[config.mk]
export PLATFORM = sky130hd
export DESIGN_NAME = ffhbm_ctrl
export DESIGN_NICKNAME = d
export VERILOG_FILES = /design/src/hw/rtl/ffhbm_pkg.sv /design/src/hw/rtl/ffhbm_ctrl.sv
export SDC_FILE = /design/constraint.sdc
export NUM_CORES = 1
export LEC_CHECK = 0
export BUFFER_PORTS_ARGS = -buffer_cell sky130_fd_sc_hd__buf_4
export CAP_MARGIN = 30
export CORE_UTILIZATION = 25
export CTS_BUF_LIST = sky130_fd_sc_hd__clkbuf_8
export DETAILED_ROUTE_END_ITERATION = 7
export PLACE_DENSITY = 0.43
export SLEW_MARGIN = 20
export SYNTH_ARGS = -nofsm -noshare
export SYNTH_HDL_FRONTEND = slang
export SYNTH_SLANG_ARGS = --single-unit
export TNS_END_PERCENT = 10
[constraint.sdc]
create_clock -name clk_i -period 2.35 [get_ports clk_i]
set_input_delay 0.705 -clock clk_i [delete_from_list [all_inputs] [get_ports clk_i]]
set_output_delay 0.705 -clock clk_i [all_outputs]
set_load 0.03 [all_outputs]
[src/hw/rtl/ffhbm_pkg.sv]
// Shared types, constants and codes of the first-fit heap block manager.
// No dependencies; imported by the controller, the datapath and the top level.
package ffhbm_pkg;

  localparam int unsigned MAX_BLOCKS_DEF          = 256;
  localparam int unsigned HEADER_BYTES_DEF        = 16;
  localparam int unsigned PAGE_BYTES_DEF          = 4096;
  localparam int unsigned MIN_SPLIT_REMAINDER_DEF = 16;

  localparam int unsigned ADDR_W  = 24;
  localparam int unsigned LIMIT_W = 25;
  localparam int unsigned REQ_W   = 25;
  localparam int unsigned ST_W    = 3;

  localparam logic [LIMIT_W-1:0] LIMIT_RESET = 25'h100_0000;
  localparam logic [LIMIT_W-1:0] OFFSET_SPAN = 25'h100_0000;

  typedef enum logic [ST_W-1:0] {
    ST_OK      = 3'd0,
    ST_ZERO    = 3'd1,
    ST_NOSPACE = 3'd2,
    ST_BADADDR = 3'd3,
    ST_FULL    = 3'd4
  } status_e;

  // One block record: start offset, payload size, free mark.
  typedef struct packed {
    logic              free;
    logic [ADDR_W-1:0] size;
    logic [ADDR_W-1:0] start;
  } rec_t;

  typedef enum logic [4:0] {
    OP_NONE,
    OP_LOAD,
    OP_RD_I,
    OP_NEXT,
    OP_FIT_WR,
    OP_SH_RD,
    OP_SH_INS_WR,
    OP_TAIL_WR,
    OP_GROW,
    OP_FOUND,
    OP_RD_NEXT,
    OP_MERGE_NEXT,
    OP_SH_REM_WR,
    OP_REM_DONE,
    OP_RD_PREV,
    OP_MERGE_PREV,
    OP_WR_CUR,
    OP_DONE
  } op_e;

  typedef enum logic [3:0] {
    S_IDLE,
    S_START,
    S_SCAN_RD,
    S_SCAN_CHK,
    S_INS_RD,
    S_INS_WR,
    S_GROW,
    S_NXT_RD,
    S_NXT_CHK,
    S_REMN_RD,
    S_REMN_WR,
    S_PRV_RD,
    S_PRV_CHK,
    S_REMP_RD,
    S_REMP_WR,
    S_DONE
  } state_e;

  typedef struct packed {
    op_e     op;
    status_e status;
  } dp_cmd_t;

  typedef struct packed {
    logic is_alloc;
    logic zero;
    logic i_end;
    logic fit;
    logic split;
    logic match;
    logic next_exist;
    logic rd_free;
    logic has_prev;
    logic full;
    logic nospace;
    logic ins_more;
    logic rem_more;
    logic out_busy;
  } dp_stat_t;

endpackage

[src/hw/rtl/ffhbm_ctrl.sv]
// Sequencing state machine of the heap block manager.
// Depends on ffhbm_pkg; drives the datapath only through dp_cmd_t and reads dp_stat_t.
module ffhbm_ctrl
  import ffhbm_pkg::*;
(
  input  logic     clk_i,
  input  logic     rst_ni,
  input  logic     in_valid_i,
  output logic     in_ready_o,
  input  dp_stat_t stat_i,
  output dp_cmd_t  cmd_o
);

  state_e  state_q, state_d;
  status_e st_q, st_d;

  always_ff @(posedge clk_i or negedge rst_ni) begin
    if (!rst_ni) begin
      state_q <= S_IDLE;
      st_q    <= ST_OK;
    end else begin
      state_q <= state_d;
      st_q    <= st_d;
    end
  end

  always_comb begin
    state_d    = state_q;
    st_d       = st_q;
    cmd_o.op   = OP_NONE;
    cmd_o.status = st_q;
    in_ready_o = 1'b0;
    unique case (state_q)
      S_IDLE: begin
        in_ready_o = 1'b1;
        if (in_valid_i) begin
          cmd_o.op = OP_LOAD;
          st_d     = ST_OK;
          state_d  = S_START;
        end
      end
      S_START: begin
        if (stat_i.is_alloc && stat_i.zero) begin
          st_d    = ST_ZERO;
          state_d = S_DONE;
        end else begin
          state_d = S_SCAN_RD;
        end
      end
      S_SCAN_RD: begin
        if (stat_i.i_end) begin
          if (stat_i.is_alloc) begin
            state_d = S_GROW;
          end else begin
            st_d    = ST_BADADDR;
            state_d = S_DONE;
          end
        end else begin
          cmd_o.op = OP_RD_I;
          state_d  = S_SCAN_CHK;
        end
      end
      S_SCAN_CHK: begin
        if (stat_i.is_alloc && stat_i.fit) begin
          cmd_o.op = OP_FIT_WR;
          state_d  = stat_i.split ? S_INS_RD : S_DONE;
        end else if (!stat_i.is_alloc && stat_i.match) begin
          cmd_o.op = OP_FOUND;
          state_d  = S_NXT_RD;
        end else begin
          cmd_o.op = OP_NEXT;
          state_d  = S_SCAN_RD;
        end
      end
      S_INS_RD: begin
        if (stat_i.ins_more) begin
          cmd_o.op = OP_SH_RD;
          state_d  = S_INS_WR;
        end else begin
          cmd_o.op = OP_TAIL_WR;
          state_d  = S_DONE;
        end
      end
      S_INS_WR: begin
        cmd_o.op = OP_SH_INS_WR;
        state_d  = S_INS_RD;
      end
      S_GROW: begin
        if (stat_i.full) begin
          st_d = ST_FULL;
        end else if (stat_i.nospace) begin
          st_d = ST_NOSPACE;
        end else begin
          cmd_o.op = OP_GROW;
        end
        state_d = S_DONE;
      end
      S_NXT_RD: begin
        if (stat_i.next_exist) begin
          cmd_o.op = OP_RD_NEXT;
          state_d  = S_NXT_CHK;
        end else begin
          state_d = S_PRV_RD;
        end
      end
      S_NXT_CHK: begin
        if (stat_i.rd_free) begin
          cmd_o.op = OP_MERGE_NEXT;
          state_d  = S_REMN_RD;
        end else begin
          state_d = S_PRV_RD;
        end
      end
      S_REMN_RD: begin
        if (stat_i.rem_more) begin
          cmd_o.op = OP_SH_RD;
          state_d  = S_REMN_WR;
        end else begin
          cmd_o.op = OP_REM_DONE;
          state_d  = S_PRV_RD;
        end
      end
      S_REMN_WR: begin
        cmd_o.op = OP_SH_REM_WR;
        state_d  = S_REMN_RD;
      end
      S_PRV_RD: begin
        if (stat_i.has_prev) begin
          cmd_o.op = OP_RD_PREV;
          state_d  = S_PRV_CHK;
        end else begin
          cmd_o.op = OP_WR_CUR;
          state_d  = S_DONE;
        end
      end
      S_PRV_CHK: begin
        if (stat_i.rd_free) begin
          cmd_o.op = OP_MERGE_PREV;
          state_d  = S_REMP_RD;
        end else begin
          cmd_o.op = OP_WR_CUR;
          state_d  = S_DONE;
        end
      end
      S_REMP_RD: begin
        if (stat_i.rem_more) begin
          cmd_o.op = OP_SH_RD;
          state_d  = S_REMP_WR;
        end else begin
          cmd_o.op = OP_REM_DONE;
          state_d  = S_DONE;
        end
      end
      S_REMP_WR: begin
        cmd_o.op = OP_SH_REM_WR;
        state_d  = S_REMP_RD;
      end
      S_DONE: begin
        if (!stat_i.out_busy) begin
          cmd_o.op = OP_DONE;
          state_d  = S_IDLE;
        end
      end
      default: begin
        state_d = S_IDLE;
      end
    endcase
  end

endmodule

Yosys cells after proc, flatten, opt, wreduce, memory -nomap -nowiden
Cells that the tools add are included.
- input bits: 17
- word-level logic and storage cells: 71
- bits in registers: 7
- mux-type cells: 38
- reduce and logical (&&, ||, !) cells: 10
- equal/unequal tests: 21
- operators with widths (kind ; count):
    5-bit case mux with 13 select lines ; 1
    4-bit case mux with 16 select lines ; 1
    4-bit 2-to-1 mux ; 15
    4-bit equality test, second input constant ; 8
    3-bit 2-to-1 mux ; 7
    4-bit by 3-bit equality test with 1-bit output, second input constant ; 4
    5-bit 2-to-1 mux ; 3
    2-bit 2-to-1 mux ; 6
    3-bit case mux with 4 select lines ; 1
    2-bit != test, second input constant ; 5
    4-bit by 2-bit equality test with 1-bit output, second input constant ; 2
    6-bit AND reduction ; 1
    4-bit by 1-bit equality test with 1-bit output, second input constant ; 1
    4-bit logical NOT ; 1
    1-bit 2-to-1 mux ; 4
    4-bit nonzero test ; 1
    2-bit OR reduction ; 2
    1-bit logical AND ; 3
    3-bit != test, second input constant ; 1
    2-bit AND reduction ; 1
    1-bit logical NOT ; 1

Logic depth before layout (Yosys ltp)
Gate-level depths: netlist (run 1).
- depth after elaboration: 5
- gate-level depth with buffers: 6
- gate-level depth less buffers: 4

Worst setup path before layout (run 1)
No wires, ideal clock.
- path type: input port to output port
- start: input stat_i[13] (netlist bit)
- end: output cmd_o[4] (netlist bit)
- path slack: -309 ps
- data arrival time: 1954 ps
- cell stages on the path: 5
- buffers on the path: 1
- cell sequence: buf_2 -> mux2_2 -> mux2i_1 -> a31oi_1 -> o211ai_1
- RTL lines (what ; line ; RTL):
    start: declaration ; ffhbm_ctrl.sv:10 ; input dp_stat_t stat_i,
    end: declaration ; ffhbm_ctrl.sv:11 ; output dp_cmd_t cmd_o

==> results of run 1 <==
-- state kept, by name (all words and copies together) (netlist names) --
register / count
state_q: 4
st_q: 3
-- timing repair --
action / CTS / global route
pin swaps: 2 / 0
endpoints found under the hold margin: 0 / 0
gates resized for setup: 8 / 2
setup endpoints to repair: 5 / 5
cloned: 0 / 0
hold buffers: 0 / 0
-- cell usage in the layout (no fill, tap or decap), types with 2 or more instances in the layout --
cell type  netlist  routed
dfrtp_2          0       4
and3_1           3       3
o211ai_1         2       2
a21oi_1          2       2
a22oi_1          2       2
nor2b_1          4       4
buf_4            2      39
o21ai_0          8       7
nand2_1          9       9
clkbuf_8         0       3
nand3_1          3       3
o21ai_1          1       2
and3b_1          2       2
o32ai_1          3       3
nand4_1          2       2
nand4b_1         2       2
mux2i_1          2       2
nor2_1           5       4
a32oi_1          3       3
inv_1            8       9
nor3_1           3       3
a31oi_1          5       5
dfrtp_1          7       3
-- cells by family after synthesis --
family | share of synthesized area
AO/OA/AOI/OAI | 0.389
AND/OR/NAND/NOR | 0.268
buffers and inverters | 0.101
flip-flops | 0.205
multiplexers | 0.0367
-- report_power, final --
part | internal, mW | leakage (nW) | switching (mW)
combinational | 0.560 | 0.419 | 0.711
clock | 0.113 | 0.0269 | 0.0482
sequential | 0.182 | 0.0805 | 0.105
-- through the flow --
step | TNS, ns | instances | hold WS [ns] | worst slack (ns) | instance area, µm²
final | -0.108 | 189 | 0.286 | -0.0899 | 1230
after floorplan | -0.337 | 111 | 0.409 | -0.203 | 867
after global placement | -0.196 | 185 | 0.505 | -0.122 | 1160
after global routing | -0.510 | 189 | 0.276 | -0.157 | 1230
after CTS | -0.195 | 189 | 0.284 | -0.0956 | 1220
after detailed placement | -0.214 | 185 | 0.512 | -0.140 | 1160
-- worst max-delay path: cells and delay by family --
kind | cells | cell delay (ns)
compound gates | 2 | 0.29
buf+inv | 2 | 0.29
mux | 2 | 0.44
-- worst max path at each step --
stage,from,to,slack (ns),cells after the start
after global routing,stat_i[13],cmd_o[4],-0.16,6
after global placement,stat_i[13],cmd_o[4],-0.12,6
final,stat_i[13],cmd_o[4],-0.09,6
after floorplan,stat_i[13],cmd_o[4],-0.20,5
after CTS,stat_i[13],cmd_o[4],-0.1,6
after detailed placement,stat_i[13],cmd_o[4],-0.14,6
-- area by class of cell --
| type | count | area share |
|---|---|---|
| well taps | 44 | 0.0448 |
| clock inverters | 1 | 0.00305 |
| multi-input cells | 85 | 0.488 |
| repair buffers | 41 | 0.259 |
| flip-flops and latches | 7 | 0.146 |
| inverters | 8 | 0.0244 |
| clock buffers | 3 | 0.0336 |
-- layer usage --
layer | vias up | part of all wire
li1 | 497 | -
met1 | 481 | 0.44
met2 | 37 | 0.50
met3 | 2 | 0.049
met4 | 0 | 0.0063
met5 | - | 0
==> impl_metrics.ini, run 1 <==
[status]
outcome = complete, but fails checks
violations = negative setup slack

[sta]
slew_headroom = 0.704
maxSlewViolCount = 0
worst_slew_pin_slew_ns = 0.443
min_period_ns = 2.44
skew_ns = 0.000655
final_hold_viol_count = 0
rsz0062_at_grt = yes
postLayoutSetupSlackWorst_ns = -0.0899
fmax_ghz = 0.410
min_period_over_period = 1.04
setup_viol = 2

[global_route]
grt_pass1_vias = 969
grt_max_degree = 13
gr-total-overflow = 0
use_met2 = 0.290
gr-usage-met1 = 0.250
grt_use_total = 0.181
grt_pass1_wl_mm = 4.80
grtUsageMet3 = 0.0256
antenna_found_initial = 0
busiest_layer = met2

[clocking]
post_cts_buffers = 0
clockRootBuffer = clkbuf_8
cts-htree-levels = 1
cts.sinks = 7
cts_buffer_depth = 2
clk-insertion-delay-late_ns = 0.22
cts_tree = done
cts_buffers = 3
clkTransAtPathRegs_ns = 0.04

[setup_path]
critical_path_class = input port to output pin
end_kind = output pin
r2r_slack_ns = 0.69
reg2regPathDepth = 5
worst_ep_required_time_ns = 1.64
worstReg2RegEnd = st_q[1]$_DFFE_PN0P_
start_kind = input port
r2r-start = state_q[0]$_DFFE_PN0P_
crit_path_max_incr_delay_ns = 0.30
critPathArrivalTime_ns = 1.73
crit_fanout = 4
crit_chain = buf_8 -> mux2_4 -> mux2i_1 -> a31oi_1 -> o211ai_1 -> buf_4
cp_slowest_cell = mux2_4

[finish]
drive_above_1_share = 0.386
regArea_um2 = 180
n_antenna_cell = 0
fin_util = 0.390
final_net_count = 163
fillers = 338
area_growth_pct = 44.1
multi_input_area_um2 = 601

[place]
port_buffers = 25
hpwl_mm = 2.30
place.gp.congestion = 0.920

[detailed_routing]
drc = 0
num_vias = 1017
final_antenna_net_count = 0
post_drt_wl_per_cell_um = 15.2
dr.first_iter.drc_count = 48
routed_wl_mm = 2.87
viasPerCell = 5.38
drt_first_pass_iters = 4

[yosys]
syn_area_um2 = 853
yosys_warnings = 0
synth_top_area_share = 0.205
synth-async-reset-ratio = 1.00
synth-main-ff-cell = dfrtp_1
yosysMostFrequentCell = nand2_1
synth_fp_nets = 128
yosysSeqAreaShare = 0.205
syn_avg_cell_area_um2 = 7.69
synth_area_leaders = dfrtp_1 21%, o21ai_0 4.7%, nand2_1 4.0%
synthTopCellsByCount = 9 x nand2_1, 8 x inv_1, 8 x o21ai_0, 7 x dfrtp_1, 6 x buf_2
synth_top_area_cell = dfrtp_1
synth_seq_cells = 7
synthCells = 111
synth_edf_count = 0
synth_cell_types = 47

[floorplan]
initial_core_util = 0.271
num_io_pins = 26
core_um2 = 3150
die_y_um = 60.4
row_count = 20
dieArea_um2 = 3650
fp.dieW_um = 60.4

[job]
cap_viol_max_count = 0

[power_and_ir_drop]
ir_drop_v = 0.000478
power.leakage_nw = 0.526
powerDensity_nw_per_um2 = 1400
power_mw = 1.72

[worst_hold_path]
hold_class = input port to async pin
No activity file was read; power rests on OpenSTA's default activity.
==> run 2, diff against run 1 <==
==> constraint.sdc (replaced) <==
create_clock -name clk_i -period 3.1 [get_ports clk_i]
set_input_delay 0.93 -clock clk_i [delete_from_list [all_inputs] [get_ports clk_i]]
set_output_delay 0.93 -clock clk_i [all_outputs]
set_load 0.03 [all_outputs]
==> impl_metrics.ini, run 2 (same netlist as run 1, synthesis figures left out) <==
[status]
outcome = complete, no violations

[global_route]
antenna_found_initial = 0
gr-total-overflow = 0
grt_pass1_wl_mm = 4.11
grt_max_degree = 21
grt_pass1_vias = 852
grt_use_total = 0.150

[place]
port_buffers = 25
place_area_um2 = 1080
hpwl_mm = 1.99
place.gp.congestion = 0.812

[detailed_routing]
viasPerCell = 5.41
post_drt_wl_per_cell_um = 14.9
drc = 0
final_antenna_net_count = 0
dr.first_iter.drc_count = 32
num_vias = 963
routed_wl_mm = 2.66
drt_first_pass_iters = 4

[finish]
reg.largest.list = state_q: 4 flops, st_q: 3 flops
multi_input_area_um2 = 592
regArea_um2 = 176
regMostFlops = state_q
largest_reg_flops = 4
final_cell_area_um2 = 1120
fin_util = 0.356
n_antenna_cell = 0
drive_above_1_share = 0.299
final_common_cell = buf_4
fillers = 360
final_net_count = 152
area_growth_pct = 31.7
layout_common_cells = 30 x buf_4, 9 x inv_1, 9 x nand2_1

[sta]
setup_viol = 0
worst_slew_pin_slew_ns = 0.612
final_hold_viol_count = 0
tns_ns = 0
skew_ns = 0.00229
min_period_ns = 3.03
rsz0062_at_grt = no
slew_headroom = 0.592
whs_ns = 0.511
min_period_over_period = 0.978
fmax_ghz = 0.330
maxSlewViolCount = 0

[setup_path]
critical_path_class = input port to output pin
critPathArrivalTime_ns = 2.10
worstReg2RegEnd = st_q[1]$_DFFE_PN0P_
crit_chain = buf_4 -> mux2_2 -> mux2i_1 -> a31oi_1 -> o211ai_1 -> buf_4
r2r_slack_ns = 1.23
path_buf_inv = 2
r2r-start = state_q[3]$_DFFE_PN0P_
cp_slowest_cell = mux2_2
start_kind = input port
worst_ep_required_time_ns = 2.17
crit_fanout = 10
end_kind = output pin
reg2regPathDepth = 4
crit_path_max_incr_delay_ns = 0.36
cp-startpoint = stat_i[13]
crit_family = multiplexers
cpMostUsedCell = buf_4

[power_and_ir_drop]
pwr-share-clk = 0.103
power_mw = 1.18
power.share.sequential = 0.204
powerDensity_nw_per_um2 = 1050
power.leakage_nw = 0.467
power.internal_mw = 0.553
ir_drop_v = 0.000414
p_sw_mw = 0.629
p_comb_frac = 0.693
swShare = 0.532

[job]
cap_viol_max_count = 0

[floorplan]
initial_core_util = 0.271
num_io_pins = 26
die_y_um = 60.4
fp.dieW_um = 60.4
row_count = 20
dieArea_um2 = 3650
core_um2 = 3150

[clocking]
cts_tree = done
clockRootBuffer = clkbuf_8
clk-insertion-delay-late_ns = 0.22
cts_buffers = 3
cts_hold_buf = 0
cts_buffer_depth = 2
cts-htree-levels = 1
cts.sinks = 7
clkTransAtPathRegs_ns = 0.04

[worst_hold_path]
hold_class = input port to async pin
-- run 2: timing repair --
action                                  CTS  global route
endpoints found under the setup margin    0             1
buffers inserted                          0             0
gates resized for setup                   0             1
endpoints found under the hold margin     0             0
-- run 2: worst max-delay path by stage --
stage / to / slack [ns] / depth (start not counted)
floorplan: cmd_o[4] / 0.02 / 5
global placement: cmd_o[4] / 0.11 / 6
detailed placement: cmd_o[4] / 0.08 / 6
CTS: cmd_o[4] / 0.08 / 6
global route: cmd_o[3] / 0.01 / 5
finish: cmd_o[4] / 0.07 / 6
-- run 2: layout make-up --
cell class	count	share of cell area
inverters	8	0.0267
clock buffers	3	0.0367
well taps	44	0.0490
clock inverters	1	0.00334
flip-flops and latches	7	0.157
repair buffers	30	0.200
multi-input cells	85	0.527
-- run 2: layer usage --
metal,track usage,share of wire
met1,0.224,0.50
met2,0.218,0.44
met3,0.0405,0.050
met4,0.0260,0.0079
met5,0,0
-- run 2: per-stage QoR --
stage | setup slack, ns | std cells
after CTS | 0.0791 | 178
after global routing | 0.0103 | 178
after floorplan | 0.0215 | 111
after detailed placement | 0.0843 | 174
after global placement | 0.105 | 174
final | 0.0675 | 178
-- run 2: power by group through the flow --
stage	Combinational, mW	Sequential [mW]	Clock [mW]
after floorplan	0.623	0.183	0
after detailed placement	0.814	0.236	0
after CTS	0.817	0.235	0.126
after global routing	0.882	0.251	0.131
final	0.819	0.241	0.121
after global placement	0.824	0.240	0
==> run 3, diff against run 2 <==
--- a/config.mk
+++ b/config.mk
@@ -7,10 +7,12 @@
 export LEC_CHECK = 0
 export BUFFER_PORTS_ARGS = -buffer_cell sky130_fd_sc_hd__buf_4
 export CAP_MARGIN = 30
+export CELL_PAD_IN_SITES_DETAIL_PLACEMENT = 1
+export CELL_PAD_IN_SITES_GLOBAL_PLACEMENT = 1
 export CORE_UTILIZATION = 25
 export CTS_BUF_LIST = sky130_fd_sc_hd__clkbuf_8
 export DETAILED_ROUTE_END_ITERATION = 7
-export PLACE_DENSITY = 0.43
+export PLACE_DENSITY = 0.56
 export SLEW_MARGIN = 20
 export SYNTH_ARGS = -nofsm -noshare
 export SYNTH_HDL_FRONTEND = slang
==> impl_metrics.ini, run 3 (same netlist as run 1, synthesis figures left out) <==
[place]
hpwl_mm = 2.39
port_buffers = 25
dp_cells = 175
place.gp.congestion = 0.756

[setup_path]
critical_path_class = input port to output pin
crit_fanout = 10
worst_ep_required_time_ns = 2.17
cp-startpoint = stat_i[13]
worstReg2RegEnd = st_q[1]$_DFFE_PN0P_
end_kind = output pin
reg2regPathDepth = 4
critPathArrivalTime_ns = 2.05
r2r_slack_ns = 1.21
r2r-start = state_q[3]$_DFFE_PN0P_
start_kind = input port

[floorplan]
row_count = 20
initial_core_util = 0.271
dieArea_um2 = 3650
fp.dieW_um = 60.4
die_y_um = 60.4
num_io_pins = 26
core_um2 = 3150

[clocking]
clkTransAtPathRegs_ns = 0.04
cts_hold_buf = 0
cts_buffer_depth = 2
cts_tree = done
clk-insertion-delay-late_ns = 0.23
clockRootBuffer = clkbuf_8
ctsResizeCount = 0
post_cts_buffers = 0
cts-htree-levels = 1
cts.sinks = 7
cts_buffers = 3

[job]
cap_viol_max_count = 0

[finish]
drive_above_1_share = 0.296
final_net_count = 153
layout_common_cells = 30 x buf_4, 9 x inv_1, 9 x nand2_1
largest_reg_flops = 4
reg.largest.list = state_q: 4 flops, st_q: 3 flops
n_antenna_cell = 0
fillers = 407
area_growth_pct = 32.8
final_common_cell = buf_4
regMostFlops = state_q
stdcell_count = 179

[sta]
skew_ns = 0.00385
maxSlewViolCount = 0
min_period_ns = 2.98
final_hold_viol_count = 0
rsz0062_at_grt = no
fmax_ghz = 0.336
setup_viol = 0
tns_ns = 0
whs_ns = 0.502
slew_headroom = 0.600
worst_slew_pin_slew_ns = 0.600
min_period_over_period = 0.961

[global_route]
gr-total-overflow = 0
grt_pass1_vias = 1057
grt_pass1_wl_mm = 5.36
grt_max_degree = 20
antenna_found_initial = 0
grt_use_total = 0.202

[detailed_routing]
num_vias = 1000
dr.first_iter.drc_count = 37
post_drt_wl_per_cell_um = 17.5
final_antenna_net_count = 0
drc = 0
drt_first_pass_iters = 4
viasPerCell = 5.59
routed_wl_mm = 3.13

[power_and_ir_drop]
power.internal_mw = 0.562
powerDensity_nw_per_um2 = 1080
p_comb_frac = 0.711
power_mw = 1.23
pwr-share-clk = 0.106
power.leakage_nw = 0.474
power.share.sequential = 0.183
ir_drop_v = 0.000424
swShare = 0.542
p_sw_mw = 0.665

[worst_hold_path]
hold_class = input port to async pin

[status]
outcome = complete, no violations
## run 3: cell count changes in the layout (fill, tap and decap cells not counted), sizes merged
cell and delta:
buf +1
## run 3: cell type report
type / instances / area, µm² / share of cell area
clock inverters: 1 / 3.75 / 0.00331
multi-input cells: 85 / 592 / 0.522
repair buffers: 31 / 236 / 0.209
clock buffers: 3 / 41.3 / 0.0364
inverters: 8 / 30.0 / 0.0265
well taps: 44 / 55.1 / 0.0486
flip-flops and latches: 7 / 175 / 0.155
## run 3: critical path, cell delays in order
cell and delay, ns:
buf_6 0.11, mux2_2 0.35, mux2i_1 0.16, a31oi_1 0.10, o211ai_1 0.20, buf_4 0.19
## run 3: stage by stage
step,utilization,setup slack [ns],area [µm²]
floorplan,-,0.0215,856
global placement,0.344,0.0683,1080
detailed placement,0.344,0.0867,1080
CTS,0.358,0.0711,1130
global route,0.360,0.00527,1130
finish,0.360,0.120,1130
## run 3: layer usage
metal,GRT usage,part of all wire,up-vias
li1,-,-,480
met1,0.283,0.49,495
met2,0.316,0.46,21
met3,0.0256,0.029,4
met4,0.0779,0.016,0
met5,0,0,-
## run 3: how the worst max path moves through the flow
stage	endpoint	slack, ns	cells after the start
6_report	cmd_o[4]	0.12	6
5_1_grt	cmd_o[4]	0.005	6
4_1_cts	cmd_o[4]	0.07	6
3_5_place_dp	cmd_o[4]	0.09	6
3_3_place_gp	cmd_o[4]	0.07	6
2_1_floorplan	cmd_o[4]	0.02	5
## run 3: power groups by stage
| stage | combinational [mW] | sequential, mW | clock, mW |
|---|---|---|---|
| 6_report | 0.873 | 0.224 | 0.130 |
| 3_3_place_gp | 0.862 | 0.219 | 0 |
| 4_1_cts | 0.874 | 0.221 | 0.137 |
| 2_1_floorplan | 0.623 | 0.183 | 0 |
| 5_1_grt | 0.954 | 0.235 | 0.140 |
| 3_5_place_dp | 0.869 | 0.223 | 0 |
